File: src/hdl/qmfs_pkg.sv
// shared constants, coefficient table and control types for the two-band qmf synthesis block
package qmfs_pkg;

    localparam int TAPS            = 48;
    localparam int HALF_TAPS       = TAPS / 2;
    localparam int PAIR_W          = $clog2(HALF_TAPS);
    localparam int TAP_IDX_W       = $clog2(TAPS);
    localparam int COEF_W          = 18;
    localparam int COEF_FRAC       = 17;
    localparam int SAMPLE_BITS_DEF = 24;

    localparam logic signed [COEF_W-1:0] HALF_COEF [HALF_TAPS] = '{
        -18'sd4,     -18'sd24,    -18'sd15,    18'sd79,
        18'sd64,     -18'sd224,   -18'sd136,   18'sd533,
        18'sd205,    -18'sd1105,  -18'sd198,   18'sd2055,
        -18'sd16,    -18'sd3524,  18'sd646,    18'sd5698,
        -18'sd2045,  -18'sd8937,  18'sd4931,   18'sd14241,
        -18'sd11429, -18'sd26053, 18'sd34624,  18'sd121698
    };

    typedef struct packed {
        logic              load;
        logic              step;
        logic              out_load;
        logic [PAIR_W-1:0] pair_idx;
    } ctrl_cmd_t;

    typedef struct packed {
        logic out_free;
    } dp_status_t;

    // mirrored window coefficient for tap idx
    function automatic logic signed [COEF_W-1:0] win_coef(input logic [TAP_IDX_W-1:0] idx);
        logic [TAP_IDX_W-1:0] k;
        k = (idx < TAP_IDX_W'(HALF_TAPS)) ? idx : TAP_IDX_W'(TAPS - 1) - idx;
        return HALF_COEF[k[PAIR_W-1:0]];
    endfunction

endpackage

File: src/hdl/qmfs_ctrl.sv
// controller state machine sequencing the tap-pair walk of the qmf synthesis block
module qmfs_ctrl
(
    input  logic                   clk,
    input  logic                   rst_n,
    input  logic                   in_valid,
    output logic                   in_ready,
    input  qmfs_pkg::dp_status_t   status,
    output qmfs_pkg::ctrl_cmd_t    cmd
);
    import qmfs_pkg::*;

    typedef enum logic [1:0] {
        IDLE,
        RUN,
        DRAIN,
        FINISH
    } state_t;

    localparam logic [PAIR_W-1:0] LAST_PAIR = PAIR_W'(HALF_TAPS - 1);

    state_t            state_reg;
    state_t            state_next;
    logic [PAIR_W-1:0] cnt_reg;
    logic [PAIR_W-1:0] cnt_next;

    always_comb
    begin
        state_next   = state_reg;
        cnt_next     = cnt_reg;
        in_ready     = 1'b0;
        cmd.load     = 1'b0;
        cmd.step     = 1'b0;
        cmd.out_load = 1'b0;
        cmd.pair_idx = cnt_reg;
        unique case (state_reg)
            IDLE:
            begin
                in_ready = 1'b1;
                if (in_valid)
                begin
                    cmd.load   = 1'b1;
                    cnt_next   = '0;
                    state_next = RUN;
                end
            end
            RUN:
            begin
                cmd.step = 1'b1;
                cnt_next = cnt_reg + PAIR_W'(1);
                if (cnt_reg == LAST_PAIR)
                begin
                    cnt_next   = '0;
                    state_next = DRAIN;
                end
            end
            DRAIN:
            begin
                state_next = FINISH;
            end
            FINISH:
            begin
                if (status.out_free)
                begin
                    cmd.out_load = 1'b1;
                    state_next   = IDLE;
                end
            end
            default:
            begin
                state_next = IDLE;
            end
        endcase
    end

    always_ff @(posedge clk or negedge rst_n)
    begin
        if (!rst_n)
        begin
            state_reg <= IDLE;
            cnt_reg   <= '0;
        end
        else
        begin
            state_reg <= state_next;
            cnt_reg   <= cnt_next;
        end
    end

`ifndef SYNTHESIS
    a_load_starts_walk: assert property (@(posedge clk) disable iff (!rst_n)
        cmd.load |=> (cmd.step && cnt_reg == '0))
        else $error("tap walk did not start after request load");
    a_walk_ends: assert property (@(posedge clk) disable iff (!rst_n)
        (cmd.step && cnt_reg == LAST_PAIR) |=> (state_reg == DRAIN))
        else $error("tap walk did not end after last pair");
    a_no_overwrite: assert property (@(posedge clk) disable iff (!rst_n)
        cmd.out_load |-> status.out_free)
        else $error("result loaded into busy output register");
`endif

endmodule

File: config.mk
export PLATFORM = sky130hd
export DESIGN_NAME = qmfs_ctrl
export DESIGN_NICKNAME = d
export VERILOG_FILES = /design/src/hdl/qmfs_pkg.sv /design/src/hdl/qmfs_ctrl.sv
export SDC_FILE = /design/constraint.sdc
export NUM_CORES = 1
export LEC_CHECK = 0
export ABC_AREA = 1
export BUFFER_PORTS_ARGS = -buffer_cell sky130_fd_sc_hd__buf_2
export CAP_MARGIN = 20
export CORE_AREA = 2 2 39 41
export DETAILED_ROUTE_END_ITERATION = 10
export DIE_AREA = 0 0 41 43
export PLACE_DENSITY = 0.73
export SLEW_MARGIN = 25
export SYNTH_ARGS = -nofsm -noshare
export SYNTH_HDL_FRONTEND = slang
export SYNTH_SLANG_ARGS = --single-unit
File: constraint.sdc
create_clock -name clk -period 1.35 [get_ports clk]
set_clock_uncertainty 0.2 [all_clocks]
set_input_delay 0.135 -clock clk [delete_from_list [all_inputs] [get_ports clk]]
set_output_delay 0.135 -clock clk [all_outputs]
set_load 0.005 [all_outputs]
==> results of run 1 <==
per-layer routing:
metal | global-route usage [%] | part of all wire (%) | vias to the layer above
met1 | 19.13 | 42 | 216
li1 | - | - | 252
met5 | 0 | 0 | -
met4 | 12.00 | 0.90 | 0
met3 | 1.571 | 1.5 | 2
met2 | 23.13 | 56 | 2
worst paths after layout:
check | to | startpoint | slack, ns | cells after the start
setup reg to reg | state_reg[0] | state_reg[0] | -0.09 | 6
max in group asynchronous | state_reg[0] | rst_n | 0.75 | 2
setup / recovery | cmd[7] | state_reg[1] | -0.13 | 5
min in group clk | cnt_reg[1] | in_valid | 0.09 | 4
hold reg to reg | cnt_reg[4] | cnt_reg[4] | 0.34 | 2
hold / removal | cnt_reg[0] | rst_n | 0.04 | 2
synthesized netlist by cell type (all sizes together):
master   n  area share (%)
nand2   25              22
nand3    4             4.1
a21oi    1             1.0
o21ai    2             2.1
o21bai   1             3.9
nand3b   1             1.5
nor2     5             4.4
or2      1             1.3
inv     13              10
dfrtp    7              36
ha       5              13
nor3     1             1.0
cell families (layout without fill, tap and decap cells):
family                     after synthesis  after routing  share of synthesized area, %
and+or+nand+nor                         37             37                         34.19
buffers and inverters                   13             39                         10.03
AOI/OAI and AO/OA                        4              4                         6.940
DFF                                      7              7                         35.99
adders and majority gates                5              5                         12.85
through the flow:
stage / TNS (ns) / std cells / hold WS (ns) / total power, mW
CTS: -0.7319 / 107 / 0.03174 / 1.551
finish: -0.7669 / 108 / 0.03889 / 1.646
detailed placement: -0.3126 / 97 / -0.2293 / 1.216
global placement: -0.07149 / 97 / -0.2300 / 1.181
floorplan: 0 / 66 / -0.3606 / 0.9524
global route: -1.421 / 108 / 0.06061 / 1.791
cells in the final DEF (no fill, tap or decap), types with 2 or more instances in the layout:
master	instances
buf_2	11
buf_4	8
buf_6	2
clkbuf_4	3
dfrtp_1	6
ha_2	2
ha_4	2
inv_1	6
inv_2	6
nand2_1	20
nand2_2	3
nand2_4	2
nand3_1	4
nor2_2	4
power breakdown:
part | switching [mW] | internal (mW) | total [mW]
clock | 0.0731 | 0.113 | 0.186
combinational | 0.559 | 0.542 | 1.10
sequential | 0.0743 | 0.286 | 0.360
total | 0.706 | 0.940 | 1.65
final cells by class:
| cell class | instances | area [um2] |
|---|---|---|
| clock buffers | 4 | 26.28 |
| fillers | 125 | 644.4 |
| inverters | 13 | 51.30 |
| multi-input cells | 46 | 317.8 |
| flip-flops and latches | 7 | 176.4 |
| well taps | 16 | 20.02 |
| repair buffers | 22 | 147.6 |
timing repair:
item / CTS / global route
endpoints found under the setup margin: 11 / 11
gates resized for setup: 6 / 8
hold buffers: 1 / 0
pin swaps: 7 / 0
setup buffers: 5 / 1
endpoints found under the hold margin: 7 / 0
==> impl_metrics.tcl, run 1 <==
set metrics [dict create \
    status "finished, violations left" \
    violations "setup timing" \
    clockBufferDepth 2 \
    crit_path_start_kind "flop" \
    dp_slack_ns -0.07098 \
    worstPathRequired_ns 1.01 \
    clock-root-buffer "clkbuf_4" \
    path_cells "inv_2 > ha_4 > nand2_4 > inv_2 > buf_2" \
    crit_buf_inv 3 \
    synth_seq_cells 7 \
    tightest_slew_ns 0.1612 \
    drt-total-wl_mm 1.108 \
    post-route-min-period_ns 1.478 \
    hp-class "input port to asynchronous set/reset pin" \
    overflow 0 \
    grt_usage_pct 15.46 \
    slew_violations 0 \
    critPathTopFamily "flip-flops" \
    ys_types 16 \
    fin_util_pct 53.44 \
    largest_reg_flops 5 \
    syn_nets 75 \
    cts_max_level 1 \
    grt_max_degree 8 \
    start_util_pct 35.17 \
    design_area_um2 739.5 \
    crit_path_end_kind "primary output" \
    clock-sinks 7 \
    final.setup.worst_slack_ns -0.1277 \
    max_freq_mhz 676.7 \
    grt_setup_unrepaired "yes" \
    period_share_pct 109.5 \
    syn_to_final_growth_pct 51.93 \
    die_h_um 43 \
    clk_pin_slew_worst_paths_ns 0.05 \
    firstDrtPassIters 4 \
    ant_nets 0 \
    gp_congestion 0.6979 \
    avgSynthCellArea_um2 7.374 \
    setup_violations 11 \
    num_rows 14 \
    die_w_um 41 \
    drc 0 \
    ios 13 \
    slowest_stage "dfrtp_1" \
    grt_first_pass_wirelength_mm 1.794 \
    wl_per_cell_um 10.26 \
    antenna_found_initial 0 \
    netlist_instances 66 \
    fin_nets 102 \
    ir_drop_mv 1.145 \
    synth_warnings 0 \
    synth_seq_area_share_pct 35.99 \
    place_area_um2 619.3 \
    cts_tree "yes" \
    place_hpwl_um 824.4 \
    grt_pass1_vias 455 \
    path_class "flop to primary output" \
    synth_area_um2 486.7 \
    worstPathMaxFanout 5 \
    clkLatencyLatePin_ns 0.25 \
    hold_viol_final 0 \
    coreArea_mm2 0.001384 \
    cpMostUsedCell "inv_2" \
    vias_per_cell 4.370 \
    cts_buffers 3 \
    powerDensity_mw_per_mm2 2227 \
    cp_data_arrival_time_ns 1.14 \
    drive_gt1_share_pct 52.17 \
    die_area_mm2 0.001763 \
    n_antenna_cell 0 \
    max_stage_delay_ns 0.41 \
    drv_cap 0 \
    port_buffers 12 \
    p_leak_nw 0.4077 \
    dr.first_iter.drc_count 4 \
    vias 472 \
    maxSlewHeadroom_pct 89.25 \
]
No activity file was read; power rests on OpenSTA's default activity.
==> run 2: changes to the inputs <==
--- a/config.mk
+++ b/config.mk
@@ -6,12 +6,12 @@
 export NUM_CORES = 1
 export LEC_CHECK = 0
 export ABC_AREA = 1
-export BUFFER_PORTS_ARGS = -buffer_cell sky130_fd_sc_hd__buf_2
 export CAP_MARGIN = 20
 export CORE_AREA = 2 2 39 41
 export DETAILED_ROUTE_END_ITERATION = 10
 export DIE_AREA = 0 0 41 43
-export PLACE_DENSITY = 0.73
+export DONT_BUFFER_PORTS = 1
+export PLACE_DENSITY = 0.63
 export SLEW_MARGIN = 25
 export SYNTH_ARGS = -nofsm -noshare
 export SYNTH_HDL_FRONTEND = slang
==> constraint.sdc (replaced) <==
create_clock -name clk -period 1.4 [get_ports clk]
set_clock_uncertainty 0.2 [all_clocks]
set_input_delay 0.14 -clock clk [delete_from_list [all_inputs] [get_ports clk]]
set_output_delay 0.14 -clock clk [all_outputs]
set_load 0.005 [all_outputs]
==> impl_metrics.tcl, run 2 (synthesis results as in run 1) <==
set metrics [dict create \
    status "finished, violations left" \
    violations "setup timing" \
    slew_violations 0 \
    clkLatencyLatePin_ns 0.24 \
    firstDrtPassIters 4 \
    clkPwrFrac_pct 10.6 \
    hp-class "input port to asynchronous set/reset pin" \
    powerDensity_mw_per_mm2 2200 \
    post-place-cells 91 \
    vias 464 \
    p_seq_share_pct 20.4 \
    clockBufferDepth 2 \
    die_area_mm2 0.001763 \
    worstPathRequired_ns 1.06 \
    num_rows 14 \
    internal_power_mw 0.9470 \
    layout_common_cells "18 x nand2_1, 8 x buf_4, 7 x inv_2" \
    grt_first_pass_wirelength_mm 1.814 \
    maxSlewHeadroom_pct 76.70 \
    path_class "flop to primary output" \
    p_sw_mw 0.7432 \
    antenna_found_initial 0 \
    power_mw 1.690 \
    port_buffers 0 \
    comb_power_share_pct 69.0 \
    cts_max_level 1 \
    cts_buffers 3 \
    crit_path_end_kind "primary output" \
    tightest_slew_ns 0.3483 \
    crit_path_start_kind "flop" \
    grt_usage_pct 15.33 \
    place_area_um2 576.8 \
    worstPathMaxFanout 5 \
    design_area_um2 768.2 \
    n_antenna_cell 0 \
    ios 13 \
    grt_max_degree 8 \
    fin_util_pct 55.52 \
    hold_viol_final 0 \
    max_freq_mhz 695.6 \
    grt_pass1_vias 443 \
    die_h_um 43 \
    setup_violations 7 \
    clock-sinks 7 \
    coreArea_mm2 0.001384 \
    cts_tree "yes" \
    drive_gt1_share_pct 49.41 \
    fin_nets 95 \
    place_hpwl_um 830 \
    syn_to_final_growth_pct 57.84 \
    final.fill_count 120 \
    p_leak_nw 0.3810 \
    largest_reg_flops 5 \
    r2r_cells 6 \
    dr.first_iter.drc_count 3 \
    ant_nets 0 \
    holdWs_ns 0.03629 \
    switching_share_pct 43.97 \
    drv_cap 0 \
    overflow 0 \
    final.setup.worst_slack_ns -0.03758 \
    vias_per_cell 4.594 \
    grt_setup_unrepaired "yes" \
    drt-total-wl_mm 1.197 \
    cp_data_arrival_time_ns 1.10 \
    tns_ns -0.1261 \
    dp_slack_ns -0.07532 \
    wl_per_cell_um 11.85 \
    gp_congestion 0.7477 \
    ir_drop_mv 0.9862 \
    clock-root-buffer "clkbuf_4" \
    layout_commonest_cell "nand2_1" \
    start_util_pct 35.17 \
    instances_no_fill 101 \
    timing.rr.start "state_reg[0]" \
    r2r-end "cnt_reg[3]" \
    die_w_um 41 \
    r2r_setup_slack_ns -0.02 \
    period_share_pct 102.7 \
    post-route-min-period_ns 1.438 \
    regArea_um2 176.4 \
    multiInputGateArea_um2 359.1 \
    clk_pin_slew_worst_paths_ns 0.05 \
    drc 0 \
]
[run 2: how the worst max path moves through the flow]
stage                       from         end  slack, ns
floorplan           state_reg[1]  cnt_reg[3]      0.004
global placement    state_reg[0]  cnt_reg[3]      -0.06
detailed placement  state_reg[0]  cnt_reg[3]      -0.08
CTS                 state_reg[0]      cmd[6]      -0.04
global route        state_reg[0]  cnt_reg[0]      -0.11
finish              state_reg[1]      cmd[6]      -0.04
[run 2: critical path, cell delays in order, from the launching register on]
cell and delay [ns]:
dfrtp_1 0.39, inv_2 0.11, ha_4 0.19, buf_6 0.10
buf_6 0.08
[run 2: repair_timing]
item	in CTS	in global routing
hold buffers	3	0
endpoints found under the hold margin	9	0
pin swaps	10	3
setup buffers	1	2
gates resized for setup	23	8
endpoints found under the setup margin	10	11
[run 2: per-layer routing]
layer | routed length (um) | share of wire, % | GRT usage [%] | vias to the layer above
met5 | 0 | 0 | 0 | -
met4 | 0 | 0 | 4.000 | 0
met3 | 16 | 1.3 | 3.665 | 0
met2 | 659 | 55 | 25.00 | 6
met1 | 521 | 44 | 19.33 | 218
li1 | - | - | - | 240
[run 2: power by group through the flow]
stage	clock, mW	sequential, mW	combinational, mW
2_1_floorplan	0	0.335	0.496
4_1_cts	0.188	0.345	1.03
3_5_place_dp	0	0.329	0.798
6_report	0.180	0.344	1.17
5_1_grt	0.207	0.351	1.29
3_3_place_gp	0	0.325	0.782
[run 2: cell type report]
class	instances	share of cell area, %
Tap cell	16	2.606
Inverter	13	6.678
Clock buffer	4	3.420
Timing Repair Buffer	15	17.59
Sequential cell	7	22.96
Multi-Input combinational cell	46	46.74
==> run 3: changes to the inputs <==
--- a/config.mk
+++ b/config.mk
@@ -12,6 +12,7 @@
 export DIE_AREA = 0 0 41 43
 export DONT_BUFFER_PORTS = 1
 export PLACE_DENSITY = 0.63
+export RECOVER_POWER = 100
 export SLEW_MARGIN = 25
 export SYNTH_ARGS = -nofsm -noshare
 export SYNTH_HDL_FRONTEND = slang
==> impl_metrics.tcl, run 3 (synthesis results as in run 1) <==
set metrics [dict create \
    status "finished, violations left" \
    violations "setup timing" \
    wl_per_cell_um 11.72 \
    instances_no_fill 101 \
    worstPathMaxFanout 5 \
    cts_tree "yes" \
    internal_power_mw 0.9377 \
    clockBufferDepth 2 \
    cp_data_arrival_time_ns 1.10 \
    comb_power_share_pct 68.9 \
    largest_reg_flops 5 \
    tightest_slew_ns 0.3391 \
    antenna_found_initial 0 \
    p_leak_nw 0.3770 \
    design_area_um2 764.5 \
    n_antenna_cell 0 \
    overflow 0 \
    timing.rr.start "state_reg[0]" \
    period_share_pct 102.6 \
    drive_gt1_share_pct 48.24 \
    die_w_um 41 \
    vias_per_cell 4.594 \
    syn_to_final_growth_pct 57.07 \
    coreArea_mm2 0.001384 \
    die_area_mm2 0.001763 \
    grt_first_pass_wirelength_mm 1.814 \
    ant_nets 0 \
    crit_buf_inv 3 \
    powerDensity_mw_per_mm2 2192 \
    slowest_stage "dfrtp_1" \
    clkLatencyLatePin_ns 0.24 \
    critPathTopFamily "flip-flops" \
    fin_nets 95 \
    max_freq_mhz 696.3 \
    port_buffers 0 \
    post-place-cells 91 \
    multiInputGateArea_um2 359.1 \
    grt_use_met2_pct 25.00 \
    maxSlewHeadroom_pct 77.32 \
    path_class "flop to primary output" \
    drc 0 \
    vias 464 \
    gp_congestion 0.7477 \
    r2r_setup_slack_ns -0.02 \
    crit_path_start_kind "flop" \
    grt_pass1_vias 443 \
    p_sw_mw 0.7381 \
    grt_setup_unrepaired "yes" \
    fin_util_pct 55.24 \
    drt-total-wl_mm 1.184 \
    setup_violations 7 \
    cts_buffers 3 \
    clkPwrFrac_pct 10.6 \
    grt_usage_pct 15.33 \
    slew_violations 0 \
    path_cells "inv_2 > ha_4 > buf_6 > buf_6" \
    r2r_cells 6 \
    top_usage_layer "met2" \
    firstDrtPassIters 4 \
    cpMostUsedCell "buf_6" \
    post-route-min-period_ns 1.436 \
    clk_pin_slew_worst_paths_ns 0.05 \
    ios 13 \
    max_stage_delay_ns 0.38 \
    num_rows 14 \
    regArea_um2 176.4 \
    crit_path_end_kind "primary output" \
    met1_usage_pct 19.33 \
    grt_max_degree 8 \
    start_util_pct 35.17 \
    final.fill_count 120 \
    switching_share_pct 44.04 \
    ir_drop_mv 0.9755 \
    cts_max_level 1 \
    clock-root-buffer "clkbuf_4" \
    holdWs_ns 0.03295 \
    hp-class "input port to asynchronous set/reset pin" \
    clock-sinks 7 \
    met3_usage_pct 3.665 \
    place_area_um2 576.8 \
    p_seq_share_pct 20.6 \
    layout_commonest_cell "nand2_1" \
    layout_common_cells "18 x nand2_1, 7 x inv_2, 7 x buf_4" \
    die_h_um 43 \
    dr.first_iter.drc_count 3 \
    hold_viol_final 0 \
    place_hpwl_um 830 \
    final.setup.worst_slack_ns -0.03618 \
    drv_cap 0 \
    r2r-end "cnt_reg[3]" \
    worstPathRequired_ns 1.06 \
]
## run 3: cell count changes in the layout (fill, tap and decap cells not counted)
cell	previous run	this run
buf_4	8	7
clkbuf_1	1	2
## run 3: worst max-delay path by stage
stage	start	to	slack, ns	cells after the start
after detailed placement	state_reg[0]	cnt_reg[3]	-0.08	7
after global placement	state_reg[0]	cnt_reg[3]	-0.06	7
after global routing	state_reg[0]	cnt_reg[0]	-0.11	9
after CTS	state_reg[0]	cmd[6]	-0.04	3
final	state_reg[1]	cmd[6]	-0.04	4
after floorplan	state_reg[1]	cnt_reg[3]	0.004	7
## run 3: layout make-up
type / instances / share of cell area, %
multi-input combinational: 46 / 46.97
clock buffer: 4 / 3.437
inverter: 13 / 6.710
timing repair buffer: 15 / 17.18
sequential: 7 / 23.08
tap: 16 / 2.619
## run 3: what timing repair did
| item | 4_1_cts | 5_1_grt |
|---|---|---|
| setup endpoints to repair | 10 | 11 |
| setup buffers | 1 | 2 |
| hold endpoints to repair | 9 | 0 |
| resized for setup | 23 | 8 |
| pin swaps | 10 | 3 |
| hold buffers | 3 | 0 |
## run 3: routing by layer
metal | up-vias | wire length [um]
met2 | 4 | 661
met4 | 0 | 0
li1 | 240 | -
met5 | - | 0
met1 | 220 | 511
met3 | 0 | 11
## run 3: power by group through the flow
stage	clock, mW	sequential [mW]	combinational (mW)
2_1_floorplan	0	0.335	0.496
3_3_place_gp	0	0.325	0.782
3_5_place_dp	0	0.329	0.798
4_1_cts	0.188	0.345	1.03
5_1_grt	0.207	0.349	1.28
6_report	0.177	0.345	1.15
## run 3: through the flow
step / setup slack (ns) / setup TNS, ns / power, mW
final: -0.03618 / -0.1266 / 1.676
after global routing: -0.1057 / -0.8194 / 1.838
after CTS: -0.04218 / -0.1484 / 1.564
after detailed placement: -0.07532 / -0.2669 / 1.126
after global placement: -0.06365 / -0.1244 / 1.107
after floorplan: 0.003921 / 0 / 0.8305
